[src/rtl/rmm_pkg.sv]
// ----------------------------------------------------------------------------
// rmm_pkg
// Shared types and constants of the region min/max/mean statistics block.
// ----------------------------------------------------------------------------
`default_nettype none

package rmm_pkg;

	localparam int CFG_W  = 13;
	localparam int PIX_W  = 8;
	localparam int SUM_W  = 32;
	localparam int SW     = 16;
	localparam int AREA_W = 2 * CFG_W;
	localparam int DIV_W  = AREA_W + PIX_W;
	localparam int STEP_W = $clog2(PIX_W + 1);

	localparam logic [PIX_W-1:0] PIX_MAX = '1;

	typedef logic signed [SW-1:0] coord_t;

	typedef enum logic [1:0] {
		ST_MEASURED = 2'd0,
		ST_OUTSIDE  = 2'd1,
		ST_OVERSIZE = 2'd2
	} roi_status_t;

	typedef struct packed {
		logic [CFG_W-1:0] roi_x;
		logic [CFG_W-1:0] roi_y;
		logic [CFG_W-1:0] roi_width;
		logic [CFG_W-1:0] roi_height;
		logic [CFG_W-1:0] image_width;
		logic [CFG_W-1:0] image_height;
	} cfg_t;

	typedef struct packed {
		coord_t      x0;
		coord_t      y0;
		coord_t      cx;
		coord_t      cy;
		coord_t      iw;
		coord_t      ih;
		roi_status_t status;
	} region_t;

	typedef struct packed {
		logic accept;
		logic capture;
		logic load_area;
		logic div_step;
		logic div_first;
		logic load_out;
	} rmm_cmd_t;

	typedef struct packed {
		logic skip_div;
	} rmm_sts_t;

endpackage

`default_nettype wire

[src/rtl/rmm_region.sv]
// ----------------------------------------------------------------------------
// rmm_region
// Clips and shifts the configured rectangle against the image bounds.
// ----------------------------------------------------------------------------
`default_nettype none

module rmm_region import rmm_pkg::*; #(
	parameter int MAX_DIM = 4096
) (
	input  cfg_t    cfg,
	output region_t region
);

	localparam coord_t ZERO    = coord_t'(0);
	localparam coord_t ONE     = coord_t'(1);
	localparam coord_t DIM_TOP = coord_t'(MAX_DIM);

	function automatic coord_t clamp_dim(input logic [CFG_W-1:0] v);
		coord_t r;
		r = {{(SW-CFG_W){1'b0}}, v};
		if (r < ONE) begin
			r = ONE;
		end else if (r > DIM_TOP) begin
			r = DIM_TOP;
		end
		return r;
	endfunction

	coord_t sx, sy, w, h, iw, ih;
	coord_t x0a, y0a, cxa, cya, x0s, y0s;
	logic   outside;

	always_comb begin
		sx = {{(SW-CFG_W){cfg.roi_x[CFG_W-1]}}, cfg.roi_x};
		sy = {{(SW-CFG_W){cfg.roi_y[CFG_W-1]}}, cfg.roi_y};
		w  = {{(SW-CFG_W){1'b0}}, cfg.roi_width};
		h  = {{(SW-CFG_W){1'b0}}, cfg.roi_height};
		iw = clamp_dim(cfg.image_width);
		ih = clamp_dim(cfg.image_height);

		outside = ((sx + w) < ZERO) || ((sy + h) < ZERO) || (sx > iw) || (sy > ih);

		x0a = (sx < ZERO) ? ZERO : sx;
		cxa = (sx < ZERO) ? (w + sx) : w;
		y0a = (sy < ZERO) ? ZERO : sy;
		cya = (sy < ZERO) ? (h + sy) : h;
		x0s = ((x0a + cxa) >= iw) ? (iw - cxa) : x0a;
		y0s = ((y0a + cya) >= ih) ? (ih - cya) : y0a;

		region.iw = iw;
		region.ih = ih;
		if (outside) begin
			region.x0     = ZERO;
			region.y0     = ZERO;
			region.cx     = ZERO;
			region.cy     = ZERO;
			region.status = ST_OUTSIDE;
		end else begin
			region.x0     = x0s;
			region.y0     = y0s;
			region.cx     = cxa;
			region.cy     = cya;
			region.status = ((x0s < ZERO) || (y0s < ZERO)) ? ST_OVERSIZE : ST_MEASURED;
		end
	end

endmodule

`default_nettype wire

[src/rtl/rmm_datapath.sv]
// ----------------------------------------------------------------------------
// rmm_datapath
// Raster counters, running statistics, area multiply, restoring divider and
// the result register.
// ----------------------------------------------------------------------------
`default_nettype none

module rmm_datapath import rmm_pkg::*; #(
	parameter int MAX_DIM = 4096
) (
	input  logic             clk,
	input  logic             arst_n,
	input  cfg_t             cfg,
	input  logic [PIX_W-1:0] pixel,
	input  rmm_cmd_t         cmd,
	output rmm_sts_t         sts,
	output logic [PIX_W-1:0] peak,
	output logic [PIX_W-1:0] floor_value,
	output logic [PIX_W-1:0] average,
	output logic [1:0]       status
);

	localparam int     CW  = $clog2(MAX_DIM);
	localparam coord_t ONE = coord_t'(1);

	region_t region;

	rmm_region #(
		.MAX_DIM(MAX_DIM)
	) u_region (
		.cfg    (cfg),
		.region (region)
	);

	logic [CW-1:0]     col_q, row_q;
	logic [PIX_W-1:0]  run_peak_q, run_floor_q;
	logic [SUM_W-1:0]  run_sum_q;

	logic [PIX_W-1:0]  cap_peak_q, cap_floor_q;
	roi_status_t       cap_status_q;
	logic [CFG_W-1:0]  cap_cx_q, cap_cy_q;
	logic [SUM_W-1:0]  rem_q;
	logic [DIV_W-1:0]  div_q;
	logic [PIX_W-1:0]  quot_q;
	logic              sat_q, area_zero_q;
	logic [PIX_W-1:0]  peak_q, floor_q, avg_q;
	roi_status_t       status_q;

	coord_t            col_s, row_s;
	logic              in_roi, col_wrap, row_wrap;
	logic [SUM_W:0]    sum_ext;
	logic [PIX_W-1:0]  nxt_peak, nxt_floor;
	logic [SUM_W-1:0]  nxt_sum;
	logic [AREA_W-1:0] area_prod;
	logic              div_ge;

	always_comb begin
		col_s = {{(SW-CW){1'b0}}, col_q};
		row_s = {{(SW-CW){1'b0}}, row_q};
		in_roi = (region.status == ST_MEASURED) &&
			(col_s >= region.x0) && (col_s < (region.x0 + region.cx)) &&
			(row_s >= region.y0) && (row_s < (region.y0 + region.cy));
		col_wrap = col_s >= (region.iw - ONE);
		row_wrap = row_s >= (region.ih - ONE);

		sum_ext   = {1'b0, run_sum_q} + {{(SUM_W+1-PIX_W){1'b0}}, pixel};
		nxt_peak  = (in_roi && (pixel > run_peak_q)) ? pixel : run_peak_q;
		nxt_floor = (in_roi && (pixel < run_floor_q)) ? pixel : run_floor_q;
		if (!in_roi) begin
			nxt_sum = run_sum_q;
		end else if (sum_ext[SUM_W]) begin
			nxt_sum = '1;
		end else begin
			nxt_sum = sum_ext[SUM_W-1:0];
		end

		area_prod = AREA_W'(cap_cx_q) * AREA_W'(cap_cy_q);
		div_ge    = {{(DIV_W-SUM_W){1'b0}}, rem_q} >= div_q;
	end

	always_ff @(posedge clk or negedge arst_n) begin
		if (!arst_n) begin
			col_q       <= '0;
			row_q       <= '0;
			run_peak_q  <= '0;
			run_floor_q <= PIX_MAX;
			run_sum_q   <= '0;
		end else if (cmd.capture) begin
			col_q       <= '0;
			row_q       <= '0;
			run_peak_q  <= '0;
			run_floor_q <= PIX_MAX;
			run_sum_q   <= '0;
		end else if (cmd.accept) begin
			run_peak_q  <= nxt_peak;
			run_floor_q <= nxt_floor;
			run_sum_q   <= nxt_sum;
			if (col_wrap) begin
				col_q <= '0;
				row_q <= row_wrap ? '0 : row_q + 1'b1;
			end else begin
				col_q <= col_q + 1'b1;
			end
		end
	end

	always_ff @(posedge clk) begin
		if (cmd.capture) begin
			cap_peak_q   <= nxt_peak;
			cap_floor_q  <= nxt_floor;
			rem_q        <= nxt_sum;
			cap_status_q <= region.status;
			cap_cx_q     <= region.cx[CFG_W-1:0];
			cap_cy_q     <= region.cy[CFG_W-1:0];
		end
		if (cmd.load_area) begin
			div_q       <= {area_prod, {PIX_W{1'b0}}};
			area_zero_q <= area_prod == '0;
			sat_q       <= 1'b0;
			quot_q      <= '0;
		end
		if (cmd.div_step) begin
			div_q <= div_q >> 1;
			if (cmd.div_first) begin
				sat_q <= div_ge;
			end else begin
				if (div_ge) begin
					rem_q <= rem_q - div_q[SUM_W-1:0];
				end
				quot_q <= {quot_q[PIX_W-2:0], div_ge};
			end
		end
		if (cmd.load_out) begin
			status_q <= cap_status_q;
			unique case (cap_status_q)
				ST_MEASURED: begin
					peak_q  <= cap_peak_q;
					floor_q <= cap_floor_q;
					avg_q   <= area_zero_q ? '0 : (sat_q ? PIX_MAX : quot_q);
				end
				ST_OUTSIDE: begin
					peak_q  <= '0;
					floor_q <= '0;
					avg_q   <= '0;
				end
				default: begin
					peak_q  <= '0;
					floor_q <= PIX_MAX;
					avg_q   <= '0;
				end
			endcase
		end
	end

	assign sts.skip_div = area_zero_q || (cap_status_q != ST_MEASURED);
	assign peak         = peak_q;
	assign floor_value  = floor_q;
	assign average      = avg_q;
	assign status       = status_q;

endmodule

`default_nettype wire

[src/rtl/rmm_ctrl.sv]
// ----------------------------------------------------------------------------
// rmm_ctrl
// Sequencer: pixel intake, area multiply, divide steps and result handoff.
// ----------------------------------------------------------------------------
`default_nettype none

module rmm_ctrl import rmm_pkg::*; (
	input  logic     clk,
	input  logic     arst_n,
	input  logic     in_valid,
	input  logic     frame_end,
	output logic     in_stall,
	output logic     out_valid,
	input  logic     out_stall,
	input  rmm_sts_t sts,
	output rmm_cmd_t cmd
);

	typedef enum logic [1:0] {
		S_IDLE,
		S_AREA,
		S_DIVIDE,
		S_FINISH
	} state_t;

	localparam logic [STEP_W-1:0] STEPS = STEP_W'(PIX_W);

	state_t            state_q;
	logic [STEP_W-1:0] step_q;
	logic              out_valid_q;
	logic              out_free;

	always_comb begin
		out_free      = !out_valid_q || !out_stall;
		cmd           = '0;
		cmd.accept    = in_valid && (state_q == S_IDLE);
		cmd.capture   = cmd.accept && frame_end;
		cmd.load_area = state_q == S_AREA;
		cmd.div_step  = (state_q == S_DIVIDE) && !sts.skip_div;
		cmd.div_first = cmd.div_step && (step_q == STEPS);
		cmd.load_out  = (state_q == S_FINISH) && out_free;
	end

	always_ff @(posedge clk or negedge arst_n) begin
		if (!arst_n) begin
			state_q     <= S_IDLE;
			step_q      <= '0;
			out_valid_q <= 1'b0;
		end else begin
			if (cmd.load_out) begin
				out_valid_q <= 1'b1;
			end else if (out_valid_q && !out_stall) begin
				out_valid_q <= 1'b0;
			end
			unique case (state_q)
				S_IDLE: begin
					if (cmd.capture) begin
						state_q <= S_AREA;
					end
				end
				S_AREA: begin
					state_q <= S_DIVIDE;
					step_q  <= STEPS;
				end
				S_DIVIDE: begin
					if (sts.skip_div || (step_q == '0)) begin
						state_q <= S_FINISH;
					end else begin
						step_q <= step_q - 1'b1;
					end
				end
				S_FINISH: begin
					if (out_free) begin
						state_q <= S_IDLE;
					end
				end
				default: begin
					state_q <= S_IDLE;
				end
			endcase
		end
	end

	assign in_stall  = state_q != S_IDLE;
	assign out_valid = out_valid_q;

endmodule

`default_nettype wire

[src/rtl/roi_min_max_mean.sv]
// ----------------------------------------------------------------------------
// roi_min_max_mean
// Region-of-interest max, min and mean over a raster-order grayscale frame.
// ----------------------------------------------------------------------------
// Pixels are taken one per cycle unless in_stall is high. The word that
// carries frame_end closes the frame: the input then stalls while the clipped
// area is multiplied and the mean is found by a restoring divider that, after
// a saturation check, settles one quotient bit per cycle (skipped for an empty
// or rejected region), and while the result is handed to the output register,
// which waits if a previous result is still held. Pixels of the next frame are
// taken while the result waits to be read. Registers are to be written only
// while no frame is in flight; the block itself does not enforce this.
`default_nettype none

module roi_min_max_mean import rmm_pkg::*; #(
	parameter int MAX_DIM = 4096
) (
	input  logic             clk,
	input  logic             arst_n,
	input  logic             cfg_write,
	input  logic [2:0]       cfg_index,
	input  logic [CFG_W-1:0] cfg_data,
	input  logic             in_valid,
	output logic             in_stall,
	input  logic [PIX_W-1:0] pixel,
	input  logic             frame_end,
	output logic             out_valid,
	input  logic             out_stall,
	output logic [PIX_W-1:0] peak,
	output logic [PIX_W-1:0] floor_value,
	output logic [PIX_W-1:0] average,
	output logic [1:0]       status
);

	localparam logic [2:0] REG_ROI_X        = 3'd0;
	localparam logic [2:0] REG_ROI_Y        = 3'd1;
	localparam logic [2:0] REG_ROI_WIDTH    = 3'd2;
	localparam logic [2:0] REG_ROI_HEIGHT   = 3'd3;
	localparam logic [2:0] REG_IMAGE_WIDTH  = 3'd4;
	localparam logic [2:0] REG_IMAGE_HEIGHT = 3'd5;

	localparam logic [CFG_W-1:0] DIM_RESET = CFG_W'(4096);

	cfg_t     cfg_q;
	rmm_cmd_t cmd;
	rmm_sts_t sts;

	always_ff @(posedge clk or negedge arst_n) begin
		if (!arst_n) begin
			cfg_q <= '{roi_x: '0, roi_y: '0, roi_width: '0, roi_height: '0,
				image_width: DIM_RESET, image_height: DIM_RESET};
		end else if (cfg_write) begin
			unique case (cfg_index)
				REG_ROI_X:        cfg_q.roi_x        <= cfg_data;
				REG_ROI_Y:        cfg_q.roi_y        <= cfg_data;
				REG_ROI_WIDTH:    cfg_q.roi_width    <= cfg_data;
				REG_ROI_HEIGHT:   cfg_q.roi_height   <= cfg_data;
				REG_IMAGE_WIDTH:  cfg_q.image_width  <= cfg_data;
				REG_IMAGE_HEIGHT: cfg_q.image_height <= cfg_data;
				default: begin
				end
			endcase
		end
	end

	rmm_ctrl u_ctrl (
		.clk       (clk),
		.arst_n    (arst_n),
		.in_valid  (in_valid),
		.frame_end (frame_end),
		.in_stall  (in_stall),
		.out_valid (out_valid),
		.out_stall (out_stall),
		.sts       (sts),
		.cmd       (cmd)
	);

	rmm_datapath #(
		.MAX_DIM(MAX_DIM)
	) u_datapath (
		.clk         (clk),
		.arst_n      (arst_n),
		.cfg         (cfg_q),
		.pixel       (pixel),
		.cmd         (cmd),
		.sts         (sts),
		.peak        (peak),
		.floor_value (floor_value),
		.average     (average),
		.status      (status)
	);

	a_busy_after_frame_end: assert property (@(posedge clk) disable iff (!arst_n)
		in_valid && !in_stall && frame_end |=> in_stall)
		else $error("input not stalled after frame end word");

	a_load_into_free_output: assert property (@(posedge clk) disable iff (!arst_n)
		cmd.load_out |-> (!out_valid || !out_stall))
		else $error("result loaded over a held output word");

	a_rejected_mean_zero: assert property (@(posedge clk) disable iff (!arst_n)
		out_valid && (status != ST_MEASURED) |-> average == '0)
		else $error("nonzero mean for rejected region");

	a_outside_zeros: assert property (@(posedge clk) disable iff (!arst_n)
		out_valid && (status == ST_OUTSIDE) |-> (peak == '0) && (floor_value == '0))
		else $error("outside region result not cleared");

endmodule

`default_nettype wire

[config.mk]
export PLATFORM = sky130hd
export DESIGN_NAME = roi_min_max_mean
export DESIGN_NICKNAME = d
export VERILOG_FILES = /design/src/rtl/rmm_pkg.sv /design/src/rtl/rmm_region.sv /design/src/rtl/rmm_datapath.sv /design/src/rtl/rmm_ctrl.sv /design/src/rtl/roi_min_max_mean.sv
export SDC_FILE = /design/constraint.sdc
export NUM_CORES = 1
export LEC_CHECK = 0
export ABC_CLOCK_PERIOD_IN_PS = 12950
export BUFFER_PORTS_ARGS = -buffer_cell sky130_fd_sc_hd__buf_2
export CORE_ASPECT_RATIO = 0.7
export CORE_MARGIN = 1
export CORE_UTILIZATION = 60
export DETAILED_ROUTE_END_ITERATION = 6
export PLACE_DENSITY_LB_ADDON = 0.12
export SYNTH_ARGS = -nofsm -noshare
export SYNTH_HDL_FRONTEND = slang
export SYNTH_HIERARCHICAL = 1
export SYNTH_SLANG_ARGS = --single-unit
[constraint.sdc]
create_clock -name clk -period 12.95 [get_ports clk]
set_input_delay 2.59 -clock clk [delete_from_list [all_inputs] [get_ports clk]]
set_output_delay 2.59 -clock clk [all_outputs]
set_load 0.1 [all_outputs]
==> Word-level counts from Yosys, hierarchy flattened <==
Cells that the tools add are included.
{ "totals": {"latchBits": 0, "regBits": 303, "mem_count": 0, "in_bits": 30, "elab_cells": 180, "out_inout_bits": 28, "mem_bits_ro": 0, "ramBits": 0} }
{ "op_classes": {"n_lt_le_gt_ge": 23, "bitwise": 1, "n_mul": 1, "muxes": 52, "div_mod_pow": 0, "eq_ne": 14, "n_reduce_logical": 45, "addsub": 15, "shift": 0} }
{ "ops": {"columns": ["op", "n"], "rows": [
  ["$mux W32", 8],
  ["$mux W16", 6],
  ["$mux W12", 7],
  ["$mux W8", 10],
  ["$mux W33", 2],
  ["$add A16 B16 Y16", 4],
  ["$ge A13 B16 Y1", 4],
  ["$lt A16 B1 Y1 const B", 4],
  ["$mux W64", 1],
  ["$lt A13 B1 Y1 const B", 4],
  ["$mux W13", 4],
  ["$ge A32 B34 Y1", 1],
  ["$add A32 B8 Y33", 1],
  ["$ge A16 B16 Y1", 2],
  ["$lt A13 B16 Y1", 2],
  ["$sub A16 B16 Y16", 2],
  ["$sub A32 B32 Y32", 1],
  ["$add A14 B13 Y15", 2],
  ["$gt A13 B14 Y1", 2],
  ["$sub A13 B1 Y14 const B", 2],
  ["$gt A13 B13 Y1 const B", 2],
  ["$logic_not A26 Y1", 1],
  ["$mul A13 B13 Y26", 1],
  ["$add A12 B1 Y12 const B", 2],
  ["other kinds (28)", 76]
]} }

==> Longest topological paths before layout <==
Gate-level depths: netlist of the first run.
{ "logic_depth": {"ltp_word": 19, "mapped_depth": 47, "depth_no_buf": 45} }

==> Hierarchy <==
The synthesis of the first run kept the hierarchy.
{ "modules_own_cells": {"columns": ["mod", "cells_per_inst", "area_per_inst_um2", "seq_area_each_um2", "instances"], "rows": [
  ["rmm_datapath", 2319, 20997.6, 5775.5, 1],
  ["rmm_region", 921, 6670.1, 0.0, 1],
  ["roi_min_max_mean", 168, 2982.9, 1954.4, 1],
  ["rmm_ctrl", 46, 474.2, 175.2, 1]
]} }

==> Worst setup path after synthesis of the first run <==
OpenSTA, ideal clock, no wires.
{ "synth_path": {"path_type": "flip-flop to flip-flop", "from": "register cfg_q[39] (netlist name)", "to": "register u_datapath.cap_peak_q[0] (data pin)", "arrival_ns": 8.915, "stages_incl_launch_ff": 41, "period_less_slack_ns": 9.175, "slack_ns": 3.775, "required_time_ns": 12.690, "cell_sequence": "dfrtp_1 > ha_1 > fa_1 > a21oi_2 > o21bai_2 > a2111oi_4 > nor2_1 > a21o_1 > xnor2_1 > nor2_1 > a21oi_1 > inv_1 > ha_1 > nor3b_1 > a32oi_1 > nand3_1 > o41a_1 > xnor2_1 > (+5 left out) > nand2_2 > o41ai_2 > ha_1 > and3_1 > a2111o_1 > a21o_1 > o21ai_0 > xor2_1 > ha_1 > a21o_1 > a21o_1 > a221oi_1 > o31ai_1 > o2111ai_1 > nand4_1 > nor2_4 > nand2_1 > mux2_2"} }
{ "synth_rtl": {"columns": ["element", "line", "source"], "rows": [
  ["start: declaration", "roi_min_max_mean.sv:44", "cfg_t cfg_q;"],
  ["start signal: assignment", "roi_min_max_mean.sv:50", "cfg_q <= '{roi_x: '0, roi_y: '0, roi_width: '0, roi_height: '0,"],
  ["end signal: assignment", "rmm_datapath.sv:109", "cap_peak_q <= nxt_peak;"],
  ["end: declaration", "rmm_datapath.sv:39", "logic [PIX_W-1:0] cap_peak_q, cap_floor_q;"]
]} }

==> results.md, run 1 <==
* Run status: complete, no violations
* Max Fanout on Critical Path at 17
* Critical path class: reg -> reg
* Hold Violations, Final at 0
* Yosys cell types at between 100 and 150
* Pwr/cell area at roughly 280 nW/um^2
* Fraction of registers with async set/reset at 0.518
* Clock root cell: clkbuf_16
* Initial antenna violation count at 2
* Slew Limit Headroom at 0.210
* Worst-margin pin slew at roughly 1200 ps
* Minimum clock period at around 11000 ps
* Routed wl met3 at approximately 9.5 mm
* Synth Cell Area at 31100 sq um
* Slew Limit Fails at 0
* CORE AREA at 50900 sq um
* Pre-Repair DR Iteration Count at 6
* CTS Buf Count at 35
* Drt drc at 0
* CTS tree: yes
* Sw Share at 0.509
* RSZ-0062 raised after global routing: false
* Met2 routed WL at 34.2 mm
* P_sw at ~4.8 mW
* Initial core utilization at 0.611
* M1 WL at 42.1 mm
* Clock slew at reported path FFs at about 60 ps
* IO buf count at between 50 and 60
* Mean routed wirelength per cell at 21.0 microns
* P_int at about 4.6 mW
* Achievable frequency at between 0.08 and 0.09 GHz
* Max Used Layer: met5
* CP startpoint kind: flop
* Data required time of the critical path at 13410 ps
* Max-cap viol count at 0
* Largest net degree at the start of global routing at between 80 and 90
* Top FF cell, synth: dfrtp_1
* Via count at 26206
* EDFF count, synth at roughly 100
* LEAKAGE at 15.4 nW
* Setup TNS at 0 ps
* Area Overhead vs Synth at 6.09%
* Seq/Total Area, Yosys at 0.254
* Routed Wire Length at 87.0 mm
* H-Tree Depth at 2
* GR Util All Layers at 0.328
* Num rows at 69
* Clock power frac at 0.109
* Synth top area share at 0.147
* Largest cells by area after synthesis: ha_1 (15%), dfrtp_1 (12%), edfxtp_1 (10%)
* Post-CTS setup buffers at 0
* Clock tree buffer depth at 3
* DIE WIDTH at 274 microns
* Combinational fraction of design power at 0.717
* Post-DRT Antenna Nets at 0
* Grt ovf at 0
* Die Ht at ~190 microns
* Crit. End Element: flop
* Ports at 58
* Final setup fails at 0
* Most frequent CP cell: ha_1
* Hpwl dp at 67.8 mm
* Vias in the first global route at 24810
* Sequential share of power at 0.174
* Synth area leader: ha_1
* Drt initial violations at 2605
* Top-count cell post-synth: ha_1
* Min-Delay Path Class: reg -> reg
* Post-synth top cells: ha_1 (366), inv_1 (356), nand2_1 (287), nor2_1 (223), a21oi_1 (164)
* Highest cell delay on the worst timing path at 760 ps
* Hold_buf cts at 0
* Vias per Instance at 6.32
* Final Net Count at 3970
* Worst VDD drop at roughly 0.3 mV
* Syn Inst Count at 3454
* Yosys reg bits at approximately 300
* Die ar. at 52800 sq um
* Post-route clock period utilization at 0.861
* Gpl congestion at 1.01
* Share of layout cells above drive strength 1 at 0.0922
* YS warnings at 6
* Fill count at around 4300
* Tot Pwr at 9.34 mW
* Worst skew pair latency at between 500 and 600 ps
* Post-Route Skew at 30.8 ps
* Crit path DAT at 11610 ps
* Syn Area/Cell at 9.01 sq um
* First-pass GRT wire length at 137 mm
* CTS sink cnt at 303
* CP max-delay cell: and4_1
* PostCTS Resize Cnt at 0
* ANT cells at 0
sequential cells by signal, summed over array words and instances (netlist names), 12 cells and up:
| signal | flops |
|---|---|
| u_datapath/cap_cy_q | 13 |
| u_datapath/div_q | 34 |
| u_datapath/rem_q | 32 |
| u_datapath/cap_cx_q | 13 |
| cfg_q | 78 |
| u_datapath/col_q | 12 |
| u_datapath/row_q | 12 |
| u_datapath/run_sum_q | 32 |
power by group through the flow:
stage / Sequential [mW] / Clock [mW] / Combinational [mW]
finish: 1.62 / 1.02 / 6.70
global route: 1.65 / 1.07 / 7.48
CTS: 1.62 / 1.04 / 6.61
detailed placement: 1.63 / 0 / 6.54
global placement: 1.62 / 0 / 6.41
floorplan: 1.69 / 0 / 5.01
cell type report:
cell class,instances,area [sq um],area share
sequential,303,7910,0.239
inverter,359,1350,0.0408
multi-input combinational,2670,21300,0.646
clock buffer,45,985,0.0298
timing repair buffer,74,419,0.0127
clock inverter,19,194,0.00587
tap,674,843,0.0255
critical path: cells and delay by family, from the launching register on:
kind / cells / cell delay (ps)
flip-flops: 1 / 400
buffers and inverters: 1 / 120
multiplexers: 1 / 350
adder cells (fa/ha/maj): 6 / 1850
AO/OA/AOI/OAI: 18 / 5090
XOR/XNOR: 3 / 470
AND/OR/NAND/NOR: 11 / 2760
cell families (layout without fill, tap and decap cells):
kind of cell / Yosys count / after routing / synth area share
compound gates: 772 / 772 / 0.174
xor+xnor: 170 / 170 / 0.0478
fa+ha+maj: 501 / 501 / 0.233
buf+inv: 486 / 497 / 0.0629
flops: 303 / 303 / 0.254
mux: 156 / 156 / 0.0542
other cells: 1 / 6 / 0.000120
simple gates: 1065 / 1065 / 0.174
layer usage:
metal | vias up | global-route usage
met4 | 2 | 0.0645
met5 | - | 0
met3 | 114 | 0.0866
met2 | 1173 | 0.449
met1 | 12719 | 0.510
li1 | 12198 | -
path summary, 6_finish.rpt:
check	start	end	slack [ps]	cells past startpoint
max	cfg_q[39]$_DFFE_PN0P_	u_datapath/run_sum_q[16]$_DFFE_PN0P_	1800	40
min in group asynchronous	arst_n	u_ctrl/step_q[0]$_DFFE_PN0P_	2100	1
max in group asynchronous	arst_n	cfg_q[49]$_DFFE_PN0P_	9290	2
min reg2reg	u_datapath/quot_q[3]$_DFF_P_	u_datapath/quot_q[4]$_DFF_P_	460	2
min	u_datapath/quot_q[3]$_DFF_P_	u_datapath/quot_q[4]$_DFF_P_	460	2
max reg2reg	cfg_q[39]$_DFFE_PN0P_	u_datapath/run_sum_q[16]$_DFFE_PN0P_	1800	40
through the flow:
step	utilization	hold slack, ps	area (sq um)	instances	worst slack [ps]
2_1_floorplan	-	424	31100	3459	3780
3_3_place_gp	0.625	441	31800	4080	2300
3_5_place_dp	0.625	454	31800	4080	2000
4_1_cts	0.648	462	33000	4144	1940
5_1_grt	0.648	482	33000	4144	1050
6_report	0.648	460	33000	4144	1800
layout by cell type (no fill, tap or decap), drive strengths merged, types with 29 or more instances in the layout:
cell type  count
xor2          74
o21a          38
buf           74
nand2        288
nand2b        30
o211ai        29
nor3          64
mux2          98
dfrtp        147
xnor2         96
nor2         226
and2         125
mux2i         58
a21oi        170
nor2b         70
nand4         38
a31oi         34
and3          49
a211oi        39
fa           131
edfxtp       104
dfxtp         42
ha           366
o21ai        163
inv          361
a21o          92
clkbuf        45
nand3         74
Power figures use the tool's default switching activity.
==> inputs of run 2 (changes only) <==
RECOVER_POWER = 100   (was default)
==> results.md, run 2 (synthesis results as in run 1) <==
* Top reg by flops: cfg_q
* CP max-delay cell: clkbuf_1
* Largest net degree at the start of global routing at 84 (unchanged)
* Worst reg-to-reg setup slack at 1410 ps (-400 ps)
* Slew Limit Headroom at -2.50 (-2.71)
* CTS sink cnt at 303 (unchanged)
* Reg2Reg Depth at 30 (-25%)
* Minimum clock period at 11540 ps (+396 ps)
* Initial core utilization at 0.611 (unchanged)
* CP startpoint kind: flop
* Hpwl dp at 67.8 mm (unchanged)
* Data required time of the critical path at 13390 ps (-20 ps)
* Critical path class: reg -> reg
* Post-DRT Antenna Nets at 0 (unchanged)
* Pwr/cell area at 284 nW/um^2 (+0.40%)
* Clock tree buffer depth at 3 (unchanged)
* Min-Delay Path Depth at 2 (unchanged)
* Routed Wire Length at 87.0 mm (about the same)
* Worst VDD drop at 0.299 mV (-0.40%)
* Slew Limit Fails at 461 (+461)
* Drt initial violations at 2720 (+4.4%)
* LEAKAGE at 15.2 nW (-0.95%)
* Post-route clock period utilization at 0.891 (+0.0306)
* Hold Violations, Final at 0 (unchanged)
* First-pass GRT wire length at 137 mm (unchanged)
* Final Non-Filler Cells at 4144 (unchanged)
* Crit path DAT at 11980 ps (+370 ps)
* Vias in the first global route at 24810 (unchanged)
* Share of layout cells above drive strength 1 at 0.0767 (-0.0156)
* DIE WIDTH at 274 microns (unchanged)
* ANT cells at 0 (unchanged)
* Pre-Repair DR Iteration Count at 6 (unchanged)
* Area Overhead vs Synth at 5.61%
* CTS Buf Count at 35 (unchanged)
* Die Ht at 193 microns (unchanged)
* HP Start: u_datapath/quot_q[3]$_DFF_P_
* Placed cells at 4080 (unchanged)
* Crit. End Element: flop
* Max Fanout on Critical Path at 67 (+50)
* Num rows at 69 (unchanged)
* CORE AREA at 50900 sq um (unchanged)
* Drt drc at 0 (unchanged)
* H-Tree Depth at 2 (unchanged)
* Final setup fails at 0 (unchanged)
* Run status: finished with violations
* Hold WS at 461 ps (+0.352 ps)
* FF-to-FF End: u_datapath/run_sum_q[24]$_DFFE_PN0P_
* Post-Route Skew at 29.5 ps (-1.26 ps)
* Initial antenna violation count at 2 (unchanged)
* Ports at 58 (unchanged)
* Clock slew at reported path FFs at 60 ps (about the same)
* Gpl congestion at 1.01 (unchanged)
* Die ar. at 52800 sq um (unchanged)
* IO buf count at 57 (unchanged)
* Min-Delay Path Class: reg -> reg
* Largest register FFs at 78 (unchanged)
* Final Net Count at 3970 (unchanged)
* Highest cell delay on the worst timing path at 2230 ps (+1470 ps)
* WHS Endpoint: u_datapath/quot_q[4]$_DFF_P_
* Clock root cell: clkbuf_16
* Vias per Instance at 6.32 (about the same)
* RSZ-0062 raised after global routing: false
* Worst skew pair latency at 580 ps (about the same)
* Hold_buf cts at 0 (unchanged)
* GR Util All Layers at 0.328 (unchanged)
* Post-CTS setup buffers at 0 (unchanged)
* Grt ovf at 0 (unchanged)
* Failing checks: max-capacitance violations, max-slew violations
* Max-cap viol count at 10 (+10)
* R2R Path Start: cfg_q[39]$_DFFE_PN0P_
* PostCTS Resize Cnt at 0 (unchanged)
* Tot Pwr at 9.34 mW (about the same)
* Most frequent cells in the layout: ha_1 (366), inv_1 (356), nand2_1 (287), nor2_1 (223), a21oi_1 (165)
* CTS tree: yes
* Setup TNS at 0 ps (unchanged)
* Achievable frequency at 0.0866 GHz (-3.4%)
* Mean routed wirelength per cell at 21.0 microns (about the same)
* Via count at 26199 (-0.027%)
* Commonest non-fill, non-tap cell in the layout: ha_1
* Largest registers: cfg_q (78), u_datapath/div_q (34)
* Worst-margin pin slew at 5250 ps (+4070 ps)
## run 2: cell count changes in the layout (fill, tap and decap cells not counted), sizes merged
cell | before | now
buf | 74 | 36
clkbuf | 45 | 83
## run 2: worst max-delay path by stage
stage,start,to,cells after the start
floorplan,cfg_q[39]$_DFFE_PN0P_,u_datapath/cap_peak_q[0]$_DFFE_PP_,40
global placement,cfg_q[39]$_DFFE_PN0P_,u_datapath/run_sum_q[16]$_DFFE_PN0P_,42
detailed placement,cfg_q[39]$_DFFE_PN0P_,u_datapath/run_sum_q[16]$_DFFE_PN0P_,42
CTS,cfg_q[39]$_DFFE_PN0P_,u_datapath/run_sum_q[16]$_DFFE_PN0P_,42
global route,cfg_q[39]$_DFFE_PN0P_,u_datapath/run_sum_q[24]$_DFFE_PN0P_,30
finish,cfg_q[39]$_DFFE_PN0P_,u_datapath/run_sum_q[24]$_DFFE_PN0P_,30
## run 2: layout make-up
type                       count  area (sq um)
tap                          674           843
clock inverter                19           194
multi-input combinational   2670         21200
timing repair buffer          74           348
inverter                     359          1350
sequential                   303          7910
fill                        4295         18100
clock buffer                  45           985
## run 2: routing by layer
metal | up-vias | share of wire | global-route usage
li1 | 12198 | - | -
met1 | 12762 | 0.49 | 0.510
met2 | 1119 | 0.39 | 0.449
met3 | 118 | 0.11 | 0.0866
met4 | 2 | 0.016 | 0.0645
met5 | - | 0.00015 | 0
## run 2: where the power goes
part	switching (mW)	internal, mW
Combinational	4.09	2.59
Clock	0.431	0.586
Sequential	0.233	1.40
Total	4.76	4.58
## run 2: metrics by stage
step,worst slack (ps),utilization,area [sq um]
floorplan,3780,-,31100
global placement,2300,0.625,31800
detailed placement,2000,0.625,31800
CTS,1940,0.648,33000
global route,639,0.645,32900
finish,1410,0.645,32900
## run 2: worst max-delay path: cells and delay by family (launching register included)
kind                     cells  cell delay (ps)
flip-flops                   1              400
buffers and inverters        1             2230
AO/OA/AOI/OAI               18             4270
XOR/XNOR                     1              170
adder cells (fa/ha/maj)      5             1680
AND/OR/NAND/NOR              5             2620
